`src/hdl/assert_macros.svh`:
```
// Assertion macros shared by the search block; clocked on clk, off while arst_n is low.
`ifndef ASSERT_MACROS_SVH
`define ASSERT_MACROS_SVH

// Same-cycle implication.
`define TWSS_ASSERT_NOW(lbl, ante, cons, msg) \
	lbl: assert property (@(posedge clk) disable iff (!arst_n) (ante) |-> (cons)) \
		else $error(msg);

// Next-cycle implication.
`define TWSS_ASSERT_NEXT(lbl, ante, cons, msg) \
	lbl: assert property (@(posedge clk) disable iff (!arst_n) (ante) |=> (cons)) \
		else $error(msg);

`endif

```
`src/hdl/twss_pkg.sv`:
```
// Constants, types and helpers of the wildcard substring search block.
package twss_pkg;

	localparam int WINDOW_DEPTH = 16;
	localparam int MAX_PATTERN  = 16;
	localparam int LEN_CAP      = (MAX_PATTERN < WINDOW_DEPTH) ? MAX_PATTERN : WINDOW_DEPTH;
	localparam int LEN_W        = $clog2(WINDOW_DEPTH + 1);
	localparam int CFG_W        = 64;
	localparam int IDX_W        = 2;
	localparam int OFFSET_W     = 32;

	typedef logic [7:0] byte_t;
	typedef logic [IDX_W-1:0] reg_idx_t;

	localparam reg_idx_t REG_PAT_LOW  = 2'd0;
	localparam reg_idx_t REG_PAT_HIGH = 2'd1;
	localparam reg_idx_t REG_PAT_LEN  = 2'd2;

	localparam byte_t WILDCARD   = 8'h30;
	localparam byte_t DIGIT_LOW  = 8'h31;
	localparam byte_t DIGIT_HIGH = 8'h35;
	localparam byte_t UPPER_A    = 8'h41;
	localparam byte_t UPPER_Z    = 8'h5A;
	localparam byte_t CASE_STEP  = 8'h20;

	// Map upper-case ASCII letters to lower case, pass everything else.
	function automatic byte_t fold_case(byte_t c);
		byte_t r;
		r = c;
		if (c >= UPPER_A && c <= UPPER_Z) begin
			r = c + CASE_STEP;
		end
		return r;
	endfunction

endpackage

```
`src/hdl/tone_wildcard_substring_search_top.sv`:
```
// Streaming case-insensitive substring search with a digit wildcard.
//
// Text bytes enter on the s_ channel, one per beat, s_tlast on the final byte.
// Each text gives exactly one result on the m_ channel: m_tuser[0] = found and
// m_tdata = offset of the match start (0 when not found). A match is reported
// on the beat that completes it; later bytes of that text are dropped until
// the beat with s_tlast, which readies the block for the next text.
// The pattern is loaded through cfg_we / cfg_index / cfg_data between texts:
// index 0 pattern bytes 0-7, index 1 bytes 8-15, index 2 pattern length.
// Throughput: one byte per cycle, unless a byte that gives a result waits on a stalled
// m_tready. All 16 window positions are compared in parallel between the input register
// and the result register, and the result register drives m_tvalid.
// If m_tready is low while a result waits, one more byte is taken into the
// input register, and bytes that give no result keep flowing; a byte that
// would give a result holds there until the waiting result is taken.
// Reset clears the pattern registers (empty pattern), window and counters.
`include "assert_macros.svh"

module tone_wildcard_substring_search_top (
	input  logic                            clk,
	input  logic                            arst_n,
	// config write port
	input  logic                            cfg_we,
	input  twss_pkg::reg_idx_t              cfg_index,
	input  logic [twss_pkg::CFG_W-1:0]      cfg_data,
	// text input
	input  logic                            s_tvalid,
	output logic                            s_tready,
	input  twss_pkg::byte_t                 s_tdata,   // [7:0] text_byte
	input  logic                            s_tlast,   // text_last
	// result output
	output logic                            m_tvalid,
	input  logic                            m_tready,
	output logic [twss_pkg::OFFSET_W-1:0]   m_tdata,   // [31:0] match_offset
	output logic [0:0]                      m_tuser    // [0] found
);
	import twss_pkg::*;

	localparam int PAT_W   = 8 * WINDOW_DEPTH;
	localparam int SHIFT_W = LEN_W + 3;

	// configuration
	logic [CFG_W-1:0] pat_low_q;
	logic [CFG_W-1:0] pat_high_q;
	logic [LEN_W-1:0] pat_len_q;

	// input register
	logic  valid_s1;
	byte_t byte_s1;
	logic  last_s1;

	// text state
	byte_t                window_q [WINDOW_DEPTH];
	logic [OFFSET_W-1:0]  position_q;
	logic [OFFSET_W-1:0]  start_bound_q;
	logic                 finished_q;

	// result register
	logic                 out_valid_q;
	logic                 found_q;
	logic [OFFSET_W-1:0]  offset_q;

	// search logic
	byte_t                window_new [WINDOW_DEPTH];
	logic [LEN_W-1:0]     len;
	logic [PAT_W-1:0]     pat_vec;
	logic [PAT_W-1:0]     rev_vec;
	logic [PAT_W-1:0]     aligned_vec;
	logic [SHIFT_W-1:0]   shift;
	logic [WINDOW_DEPTH-1:0] in_len;
	logic [WINDOW_DEPTH-1:0] is_wc;
	logic [WINDOW_DEPTH-1:0] eq;
	logic [WINDOW_DEPTH-1:0] prefix_bit;
	logic                 prefix_ok;
	logic                 full_ok;
	logic [OFFSET_W-1:0]  pos_new;
	logic [OFFSET_W-1:0]  len_ext;
	logic [OFFSET_W-1:0]  cand_s;
	logic [OFFSET_W-1:0]  hit_offset;
	logic                 checked;
	logic                 hit;
	logic                 jump;
	logic                 emit;
	logic                 adv;

	always_ff @(posedge clk or negedge arst_n) begin
		if (!arst_n) begin
			pat_low_q  <= '0;
			pat_high_q <= '0;
			pat_len_q  <= '0;
		end else if (cfg_we) begin
			unique case (cfg_index)
				REG_PAT_LOW:  pat_low_q  <= cfg_data;
				REG_PAT_HIGH: pat_high_q <= cfg_data;
				REG_PAT_LEN:  pat_len_q  <= cfg_data[LEN_W-1:0];
				default: ;
			endcase
		end
	end

	// saturate the length to the window depth
	assign len = (pat_len_q > LEN_W'(LEN_CAP)) ? LEN_W'(LEN_CAP) : pat_len_q;

	always_comb begin
		window_new[0] = byte_s1;
		for (int j = 1; j < WINDOW_DEPTH; j++) begin
			window_new[j] = window_q[j-1];
		end
	end

	// line the pattern up with the window: window slot j meets pattern byte len-1-j
	assign pat_vec = PAT_W'({pat_high_q, pat_low_q});
	assign shift   = {LEN_W'(WINDOW_DEPTH) - len, 3'b000};

	always_comb begin
		for (int m = 0; m < WINDOW_DEPTH; m++) begin
			rev_vec[8*m +: 8] = pat_vec[8*(WINDOW_DEPTH-1-m) +: 8];
		end
	end

	assign aligned_vec = rev_vec >> shift;

	always_comb begin
		byte_t pb;
		byte_t tb;
		for (int j = 0; j < WINDOW_DEPTH; j++) begin
			pb        = aligned_vec[8*j +: 8];
			tb        = window_new[j];
			in_len[j] = LEN_W'(j) < len;
			is_wc[j]  = in_len[j] && (pb == WILDCARD);
			if (pb == WILDCARD) begin
				eq[j] = (tb >= DIGIT_LOW) && (tb <= DIGIT_HIGH);
			end else begin
				eq[j] = fold_case(pb) == fold_case(tb);
			end
		end
		// the part before the first wildcard sits above every wildcard slot
		for (int j = 0; j < WINDOW_DEPTH; j++) begin
			prefix_bit[j] = in_len[j] && !is_wc[j] &&
				((is_wc >> (j + 1)) == '0);
		end
	end

	assign prefix_ok = &(~prefix_bit | eq);
	assign full_ok   = &(~in_len | eq);

	assign pos_new    = position_q + OFFSET_W'(1);
	assign len_ext    = OFFSET_W'(len);
	assign cand_s     = pos_new - len_ext;
	assign checked    = (len != '0) && (pos_new >= len_ext) && (cand_s >= start_bound_q);
	assign hit        = (len == '0) || (checked && prefix_ok && full_ok);
	assign jump       = checked && prefix_ok && !full_ok;
	assign hit_offset = (len == '0) ? '0 : cand_s;

	assign emit     = !finished_q && (hit || last_s1);
	assign adv      = valid_s1 && (!emit || !out_valid_q || m_tready);
	assign s_tready = !valid_s1 || adv;

	always_ff @(posedge clk or negedge arst_n) begin
		if (!arst_n) begin
			valid_s1 <= 1'b0;
		end else if (s_tvalid && s_tready) begin
			valid_s1 <= 1'b1;
		end else if (adv) begin
			valid_s1 <= 1'b0;
		end
	end

	always_ff @(posedge clk) begin
		if (s_tvalid && s_tready) begin
			byte_s1 <= s_tdata;
			last_s1 <= s_tlast;
		end
	end

	always_ff @(posedge clk or negedge arst_n) begin
		if (!arst_n) begin
			for (int j = 0; j < WINDOW_DEPTH; j++) begin
				window_q[j] <= '0;
			end
			position_q    <= '0;
			start_bound_q <= '0;
			finished_q    <= 1'b0;
		end else if (adv) begin
			if (last_s1) begin
				// end of text: clear for the next one
				for (int j = 0; j < WINDOW_DEPTH; j++) begin
					window_q[j] <= '0;
				end
				position_q    <= '0;
				start_bound_q <= '0;
				finished_q    <= 1'b0;
			end else if (!finished_q) begin
				for (int j = 0; j < WINDOW_DEPTH; j++) begin
					window_q[j] <= window_new[j];
				end
				position_q <= pos_new;
				if (hit) begin
					finished_q <= 1'b1;
				end else if (jump) begin
					start_bound_q <= pos_new;
				end
			end
		end
	end

	always_ff @(posedge clk or negedge arst_n) begin
		if (!arst_n) begin
			out_valid_q <= 1'b0;
		end else if (adv && emit) begin
			out_valid_q <= 1'b1;
		end else if (m_tready) begin
			out_valid_q <= 1'b0;
		end
	end

	always_ff @(posedge clk) begin
		if (adv && emit) begin
			found_q  <= hit;
			offset_q <= hit ? hit_offset : '0;
		end
	end

	assign m_tvalid   = out_valid_q;
	assign m_tdata    = offset_q;
	assign m_tuser[0] = found_q;

	`TWSS_ASSERT_NOW(a_no_overwrite, out_valid_q && !m_tready, !(adv && emit), "result overwritten while stalled")
	`TWSS_ASSERT_NOW(a_miss_zero, m_tvalid && !m_tuser[0], m_tdata == '0, "not-found beat with nonzero offset")
	`TWSS_ASSERT_NEXT(a_emit_shows, adv && emit, m_tvalid, "emitted result not presented")
	`TWSS_ASSERT_NEXT(a_text_clear, adv && last_s1, (position_q == '0) && !finished_q && (start_bound_q == '0), "text state not cleared after last byte")

endmodule
```
`config.mk`:
```
export PLATFORM = sky130hd
export DESIGN_NAME = tone_wildcard_substring_search_top
export DESIGN_NICKNAME = d
export VERILOG_FILES = /design/src/hdl/twss_pkg.sv /design/src/hdl/tone_wildcard_substring_search_top.sv
export VERILOG_INCLUDE_DIRS = /design/src /design/src/hdl
export SDC_FILE = /design/constraint.sdc
export NUM_CORES = 1
export LEC_CHECK = 0
export BUFFER_PORTS_ARGS = -buffer_cell sky130_fd_sc_hd__buf_2
export CAP_MARGIN = 20
export CORE_ASPECT_RATIO = 1.5
export CORE_MARGIN = 4
export CORE_UTILIZATION = 40
export DETAILED_ROUTE_END_ITERATION = 8
export PLACE_DENSITY_LB_ADDON = 0.08
export SLEW_MARGIN = 5
export SYNTH_ARGS = -nofsm -noshare
export SYNTH_HDL_FRONTEND = slang
export SYNTH_SLANG_ARGS = --single-unit
```
`constraint.sdc`:
```
create_clock -name clk -period 24.9 [get_ports clk]
set_input_delay 1.245 -clock clk [delete_from_list [all_inputs] [get_ports clk]]
set_output_delay 1.245 -clock clk [all_outputs]
set_load 0.05 [all_outputs]
```
==> Flow_metrics.wiki, run 1 <==
{| class="wikitable"
! Metric !! Value
|-
| Largest net degree at the start of global routing || 148
|-
| Remaining global-route overflow || 0
|-
| Nature of the critical path endpoint || primary output
|-
| Clock network fraction of design power || 0.179
|-
| Detailed placement HPWL || 98700 um
|-
| Count of endpoints failing hold in the final timing report || 0
|-
| Max-slew violation count || 0
|-
| Number of setup buffers added after CTS || 0
|-
| Sum Neg Setup Slack || 0 ps
|-
| Final worst-path setup slack || 13620 ps
|-
| Proportion of total power due to net switching || 0.497
|-
| Die area || 0.0785 mm2
|-
| Number of H-tree branching levels || 2
|-
| Cell depth of the worst flop-to-flop path || 24
|-
| Max Cap Viol || 0
|-
| Starting density of the core || 0.406
|-
| Endpoint required time on the critical path || 23650 ps
|-
| Critical setup path kind || reg -> out
|-
| P_sw || 1.77 mW
|-
| Syn-to-layout area delta || 9.02%
|-
| Startpoint type of the worst setup path || flip-flop
|-
| Distinct cell type count after synthesis || 105
|-
| Share of power burned in registers || 0.220
|-
| Synthesized netlist cell count || 3242
|-
| Fraction of registers with async set/reset || 0.884
|-
| Post-detailed-routing wire length || 126000 um
|-
| First-pass iteration count of the detailed router || 7
|-
| Die boundary width || 230 um
|-
| Worst Hold Path Cells || 1
|-
| Leakage component of the power || 12.9 nW
|-
| Period utilization || 0.453
|-
| Maximum VDD drop || 0.0592 mV
|-
| Layout Nets || 3390
|-
| Area occupied by registers || 0.00927 mm2
|-
| Mean post-synth cell area || 9.13 um2
|-
| Final Hold Slack || 510 ps
|-
| Vias || 26900
|-
| Power density relative to cell area || 110 mW/mm2
|-
| Reg2Reg Setup Slack || 14510 ps
|-
| Wire length of the first global-routing pass || 183000 um
|-
| CTS buffer count || 41
|-
| Peak Freq || 88.6 MHz
|-
| Most used flip-flop cell after synthesis || sky130_fd_sc_hd__dfrtp_1
|-
| Minimum setup slack after placement || 14790 ps
|-
| Worst clock skew || 23.9 ps
|-
| Number of antenna violations at the first check in global routing || 1
|-
| Worst path arrival time || 10040 ps
|-
| Status || finished, final reports clean
|-
| Hold/Removal Path Class || reg -> reg
|-
| Layout cells sized above 1 || 0.163
|-
| Y dimension of the die || 341 um
|-
| Num rows || 121
|-
| Transition time at the pin with the least slew margin || 1210 ps
|-
| Post-synth net total || 3394
|-
| Top Ports || 115
|-
| CTS tree || done
|-
| Total global routing track utilization || 0.313
|-
| Sequential fraction of the synthesis area || 0.313
|-
| Core Box Area || 0.0730 mm2
|-
| Count of inserted antenna diode cells || 0
|-
| Internal power component || 1.79 mW
|-
| Post-DR wirelength/cell || 29.7 um
|-
| Netlist area before placement || 0.0296 mm2
|-
| Final std cells w/o fill || 4253
|-
| Final Critical Period || 11280 ps
|-
| Comb pwr share || 0.601
|-
| Vias in the first global route || 26300
|-
| Count of input and output buffers || 114
|-
| Worst slew margin relative to its limit || 0.187
|-
| Clock latency at the later pin of the worst-skew pair || 600 ps
|-
| Max Fanout on Critical Path || 34
|-
| Post-detailed-route count of antenna-violating nets || 0
|-
| Clk sink count || 362
|-
| Vias/cell || 6.32
|-
| Final-report setup violation count || 0
|-
| Number of flops mapped to enable cells by yosys || 42
|-
| Root Driver || sky130_fd_sc_hd__clkbuf_16
|-
| Weighted congestion reported at the end of routability-driven placement || 1.03
|-
| Clock transition at the registers of the reported paths || 60 ps
|-
| RSZ-0062 raised after global routing || no
|-
| Count of synthesis-stage warnings from yosys || 0
|-
| Bufs on Longest Clock Path || 3
|-
| Post-cts gate resize count || 0
|-
| Synthesized flop and latch total || 362
|-
| Area occupied by multi-input gates || 0.0184 mm2
|-
| Cell count after placement || 4178
|-
| CTS Hold Buffers Added || 0
|-
| Starting DRC count in detailed routing || 2442
|-
| Final routed DRC violation total || 0
|-
| Count of filler cells inserted in the layout || 7226
|}
[cells in the final DEF, fill, tap and decap left out, drive strengths merged, types with 33 or more instances in the layout]
cell    count
mux2i     183
and3       33
nand4      53
xnor2     110
o22ai      56
clkbuf     58
mux2      201
nor3       72
nor4       47
nand3b    131
ha         71
dfrtp     320
xor2       42
mux4       63
edfxtp     42
nand3     102
nor2      193
o21ai     237
inv       240
buf       175
nand2     175
a21oi     120
a31oi      44
[critical path, cell delays in order, from the launching register on]
cell                        delay, ps
sky130_fd_sc_hd__dfrtp_1          620
sky130_fd_sc_hd__buf_4            510
sky130_fd_sc_hd__clkinv_1         840
sky130_fd_sc_hd__nand2_1          620
sky130_fd_sc_hd__and3_1           230
sky130_fd_sc_hd__ha_2             610
sky130_fd_sc_hd__inv_1            210
sky130_fd_sc_hd__buf_4            300
sky130_fd_sc_hd__a31oi_2          390
sky130_fd_sc_hd__buf_6            230
sky130_fd_sc_hd__and3_1           260
sky130_fd_sc_hd__ha_1             180
sky130_fd_sc_hd__xnor3_1          380
sky130_fd_sc_hd__or3_1            380
sky130_fd_sc_hd__a2111oi_1        460
sky130_fd_sc_hd__nor3_1           120
sky130_fd_sc_hd__a211oi_1        1000
sky130_fd_sc_hd__nand4_1          190
sky130_fd_sc_hd__or4b_1           570
sky130_fd_sc_hd__nor4_2           190
sky130_fd_sc_hd__nand2b_1         160
sky130_fd_sc_hd__buf_4            280
sky130_fd_sc_hd__nand2b_1         210
sky130_fd_sc_hd__o211ai_1         150
sky130_fd_sc_hd__buf_2            270
[metrics by stage]
step                utilization  power, mW  cell area (um2)
floorplan                     -       2.13            29600
global placement          0.423       2.84            30800
detailed placement        0.423       2.87            30900
CTS                       0.442       3.52            32200
global route              0.442       3.71            32300
finish                    0.442       3.56            32300
[registers in the layout (all words and copies together) (netlist names)]
signal and count:
pat_len_q 5, position_q 32, m_tdata 32, byte_s1 8, pat_low_q 64, finished_q 1, m_tvalid 1, m_tuser 1
last_s1 1, start_bound_q 32, pat_high_q 64, window_new 120, valid_s1 1
[worst paths after layout]
check,to,from
setup / recovery,s_tready,pat_len_q[4]$_DFFE_PN0P_
hold / removal,position_q[31]$_DFFE_PN0P_,position_q[31]$_DFFE_PN0P_
setup reg to reg,start_bound_q[27]$_DFFE_PN0P_,pat_len_q[4]$_DFFE_PN0P_
hold reg to reg,position_q[31]$_DFFE_PN0P_,position_q[31]$_DFFE_PN0P_
max in group asynchronous,window_new[75]$_DFFE_PN0P_,arst_n
min in group asynchronous,start_bound_q[28]$_DFFE_PN0P_,arst_n
[Yosys cell counts (all sizes together) (15+ instances only)]
cell type    n  area (um2)
dfrtp      320        8010
o21ai      237        1190
inv        236         886
mux2       201        2260
nor2       193         724
mux2i      183        1830
nand2      175         657
nand3b     131         987
buf        127         767
a21oi      120         601
xnor2      110         963
nand3      102         521
clkbuf      95         357
nor3        72         377
ha          71         888
mux4        63        1420
o22ai       56         350
nand4       53         332
nor4        47         307
a31oi       44         282
edfxtp      42        1260
xor2        42         368
and3        33         206
or3         29         181
a211oi      27         215
nand2b      25         156
o211ai      25         188
and2        24         150
o2bb2ai     23         201
o31ai       23         178
a21o        19         143
or2         15        93.8
[power by group through the flow]
stage	sequential, mW	combinational [mW]	clock (mW)
after floorplan	0.752	1.38	0
after global placement	0.789	2.05	0
after detailed placement	0.791	2.08	0
after CTS	0.781	2.09	0.654
after global routing	0.790	2.25	0.677
final	0.783	2.14	0.637
[routing by layer]
layer	wire length, um	GRT usage
met5	0	0
met4	13500	0.261
met3	6770	0.0466
met2	59200	0.516
met1	46800	0.358
[cell type report]
class | instances | share of cell area
clock buffers | 58 | 0.0363
clock inverters | 16 | 0.00678
inverters | 238 | 0.0278
multi-input cells | 2420 | 0.570
flip-flops and latches | 362 | 0.287
well taps | 984 | 0.0381
repair buffers | 175 | 0.0336
[logic make-up after synthesis]
group | count (synthesis) | share of synthesized area
flops | 362 | 0.313
fa+ha+maj | 72 | 0.0307
xor+xnor | 158 | 0.0496
mux | 447 | 0.186
compound gates | 758 | 0.169
simple gates | 985 | 0.183
buf+inv | 460 | 0.0681
(Power assumes the default switching activity.)
==> run 2, diff against run 1 <==
ABC_AREA = 1   (was default)
clock period = 10.85 ns   (was 24.9 ns; I/O delays follow)
==> Flow_metrics.wiki, run 2 <==
{| class="wikitable"
! Metric !! Value
|-
| Critical path's most frequent cell || sky130_fd_sc_hd__nand3_1
|-
| Vias in the first global route || 28400 (+8.0%)
|-
| Wire length of the first global-routing pass || 170000 um (-7.2%)
|-
| Count of input and output buffers || 114 (unchanged)
|-
| Vias || 29500 (+9.6%)
|-
| Fraction of registers with async set/reset || 0.884 (unchanged)
|-
| Startpoint type of the worst setup path || flip-flop
|-
| Count of endpoints failing hold in the final timing report || 0 (unchanged)
|-
| Nature of the critical path endpoint || primary output
|-
| Clk sink count || 362 (unchanged)
|-
| Distinct cell type count after synthesis || 51 (-51%)
|-
| Vias/cell || 5.26 (-17%)
|-
| Most used cells in the layout excluding fill and tap cells || sky130_fd_sc_hd__nand2_1 (1758), sky130_fd_sc_hd__nand3_1 (574), sky130_fd_sc_hd__inv_1 (539)
|-
| Mean post-synth cell area || 6.20 um2 (-32%)
|-
| Top-count cell post-synth || sky130_fd_sc_hd__nand2_1
|-
| Core Box Area || 0.0715 mm2 (-2.1%)
|-
| Combinational family with the most area after synthesis || simple AND/OR/NAND/NOR gates
|-
| Worst path arrival time || 7410 ps (-2630 ps)
|-
| Starting DRC count in detailed routing || 2240 (-8.3%)
|-
| Bufs on Longest Clock Path || 3 (unchanged)
|-
| Standard cell area after detailed placement || 0.0299 mm2 (-3.0%)
|-
| Commonest cells post-synth || sky130_fd_sc_hd__nand2_1 (1760), sky130_fd_sc_hd__nand3_1 (576), sky130_fd_sc_hd__inv_1 (540), sky130_fd_sc_hd__nor2_1 (363), sky130_fd_sc_hd__dfrtp_1 (320)
|-
| Number of flops mapped to enable cells by yosys || 42 (unchanged)
|-
| Critical setup path kind || reg -> out
|-
| Num rows || 120 (-0.83%)
|-
| Weighted congestion reported at the end of routability-driven placement || 1.03 (-0.56%)
|-
| Post-DR wirelength/cell || 20.0 um (-33%)
|-
| Endpoint required time on the critical path || 10310 ps (-13340 ps)
|-
| Power density relative to cell area || 226 mW/mm2 (+110%)
|-
| Yosys top cell area share || 0.277 (+0.00650)
|-
| Post-synthesis share of cell area spent on full adders, half adders and majority gates || 0.0314 (+0.000737)
|-
| RSZ-0062 raised after global routing || no
|-
| Die area || 0.0767 mm2 (-2.3%)
|-
| Number of antenna violations at the first check in global routing || 1 (unchanged)
|-
| Mux share of post-synthesis cell area || 0.000346 (-0.186)
|-
| Count of synthesis-stage warnings from yosys || 0 (unchanged)
|-
| Most used flip-flop cell after synthesis || sky130_fd_sc_hd__dfrtp_1
|-
| Top Ports || 115 (unchanged)
|-
| Largest net degree at the start of global routing || 105 (-29%)
|-
| Layout cells sized above 1 || 0.0580 (-0.105)
|-
| Post-synthesis cell type with the largest combined area || sky130_fd_sc_hd__dfrtp_1
|-
| Hold/Removal Path Class || in -> reg
|-
| Total global routing track utilization || 0.289 (-0.0238)
|-
| Final-report setup violation count || 0 (unchanged)
|-
| Post-detailed-routing wire length || 112000 um (-11%)
|-
| Final routed DRC violation total || 0 (unchanged)
|-
| CTS buffer count || 42 (+2.4%)
|-
| Post-route design area || 0.0314 mm2 (-2.8%)
|-
| Transition time at the pin with the least slew margin || 969 ps (-244 ps)
|-
| Layout Nets || 4811 (+42%)
|-
| Final Critical Period || 7960 ps
|-
| Number of flip-flops in the largest register || 120 (unchanged)
|-
| Y dimension of the die || 337 um (-1.2%)
|-
| Synthesized-area fraction occupied by and/or/nand/nor cells || 0.416 (+0.233)
|-
| Syn-to-layout area delta || 8.47%
|-
| CTS tree || done
|-
| Period utilization || 0.733
|-
| Netlist area before placement || 0.0289 mm2 (-2.3%)
|-
| Most common cell after layout, fill and taps aside || sky130_fd_sc_hd__nand2_1
|-
| Post-detailed-route count of antenna-violating nets || 0 (unchanged)
|-
| First-pass iteration count of the detailed router || 6 (-1)
|-
| Synthesized netlist cell count || 4662 (+44%)
|-
| Worst slew margin relative to its limit || 0.354 (+0.168)
|-
| Count of inserted antenna diode cells || 0 (unchanged)
|-
| Sum Neg Setup Slack || 0 ps (unchanged)
|-
| Slowest stage cell on the critical path || sky130_fd_sc_hd__dfrtp_1
|-
| Maximum VDD drop || 0.142 mV (+140%)
|-
| Clock transition at the registers of the reported paths || 60 ps (about the same)
|-
| Status || finished, final reports clean
|-
| Detailed placement HPWL || 87700 um (-11%)
|-
| Die boundary width || 228 um (-1.1%)
|-
| Max Fanout on Critical Path || 9 (-74%)
|-
| Post-synth net total || 4814 (+42%)
|-
| Compound-gate portion of the synthesized area || 0.0890 (-0.0800)
|-
| Remaining global-route overflow || 0 (unchanged)
|-
| Leading post-synthesis cells by cell area || sky130_fd_sc_hd__dfrtp_1 (28%), sky130_fd_sc_hd__nand2_1 (23%), sky130_fd_sc_hd__nand3_1 (10%)
|-
| Sequential fraction of the synthesis area || 0.321 (+0.00752)
|-
| Root Driver || sky130_fd_sc_hd__clkbuf_16
|-
| Leakage component of the power || 16.3 nW (+26%)
|-
| Parity-gate share of the synthesized area counting xor and xnor cells || 0.0354 (-0.0142)
|-
| Number of H-tree branching levels || 2 (unchanged)
|-
| Synthesized flop and latch total || 362 (unchanged)
|-
| Peak Freq || 126 MHz
|-
| Post-layout power || 7.10 mW (+99%)
|-
| Starting density of the core || 0.405 (-0.00118)
|-
| Largest stage delay, worst path || 530 ps (-470 ps)
|-
| Clock latency at the later pin of the worst-skew pair || 610 ps (about the same)
|-
| Worst clock skew || 29.1 ps (+5.18 ps)
|-
| Max Cap Viol || 0 (unchanged)
|-
| Core Util, Final || 0.439 (-0.00351)
|-
| Max-slew violation count || 0 (unchanged)
|}
==> run 2: cell types whose count changed after synthesis, moves of 81 or more <==
| cell | change |
|---|---|
| sky130_fd_sc_hd__nand2_1 | +1585 |
| sky130_fd_sc_hd__nand3_1 | +476 |
| sky130_fd_sc_hd__inv_1 | +305 |
| sky130_fd_sc_hd__mux2_2 | -184 |
| sky130_fd_sc_hd__mux2i_1 | -182 |
| sky130_fd_sc_hd__nor2_1 | +170 |
| sky130_fd_sc_hd__nand3b_1 | -110 |
| sky130_fd_sc_hd__xnor2_1 | -81 |
==> run 2: per-stage QoR <==
stage / hold WS (ps) / instances / setup WS [ps]
6_report: 117 / 5603 / 2890
5_1_grt: 91.2 / 5603 / 2110
4_1_cts: 80.5 / 5603 / 2810
3_5_place_dp: 465 / 5529 / 3020
3_3_place_gp: 462 / 5529 / 3130
2_1_floorplan: 247 / 4662 / 4990
==> run 2: critical path: cells and delay by family, from the launching register on <==
kind | cells | cell delay [ps]
AND/OR/NAND/NOR | 27 | 4570
flip-flops | 1 | 530
buffers and inverters | 6 | 620
adder cells (fa/ha/maj) | 2 | 560
XOR/XNOR | 2 | 540
==> run 2: timing repair <==
item,4_1_cts,5_1_grt
gates resized for setup,0,0
hold buffers,1,0
setup buffers,0,0
hold endpoints to repair,78,0
==> run 2: cell families (layout without fill, tap and decap cells) <==
group / after synthesis / after routing
adders and majority gates: 72 / 72
buffers and inverters: 747 / 773
xor gates and xnor gates: 117 / 117
and+or+nand+nor: 2884 / 2884
muxes: 1 / 1
AOI/OAI and AO/OA: 479 / 479
DFF: 362 / 362
==> run 2: area by class of cell <==
type,count,area [um2]
inverter,553,2080
clock inverter,19,233
fill,7828,40100
sequential,362,9270
multi-input combinational,3553,16600
clock buffer,54,1190
tap,915,1140
timing repair buffer,147,831
==> run 2: worst paths after layout <==
kind / end / from / cells after the start / slack [ps]
worst max-delay path: s_tready / position_q[0]$_DFFE_PN0P_ / 37 / 2890
worst min-delay path: byte_s1[7]$_DFFE_PP_ / s_tdata[7] / 1 / 120
worst max register to register: window_new[24]$_DFFE_PN0P_ / position_q[0]$_DFFE_PN0P_ / 38 / 3010
worst min register to register: start_bound_q[1]$_DFFE_PN0P_ / start_bound_q[1]$_DFFE_PN0P_ / 2 / 470
max in group asynchronous: window_new[70]$_DFFE_PN0P_ / arst_n / 4 / 8230
min in group asynchronous: pat_low_q[25]$_DFFE_PN0P_ / arst_n / 2 / 490
==> run 2: power breakdown <==
part           internal, mW  total (mW)  switching (mW)
Combinational          1.06        3.87            2.81
Sequential             1.53        1.70           0.175
Clock                 0.875        1.52           0.648
Total                  3.46        7.10            3.64
==> run 2: per-layer routing <==
metal,vias to the layer above,GRT usage,part of all wire,wire length (um)
met4,0,0.215,0.094,10600
met1,13600,0.317,0.37,41500
met3,274,0.0311,0.040,4500
met5,-,0,0,0
li1,14800,-,-,-
met2,785,0.513,0.50,55700
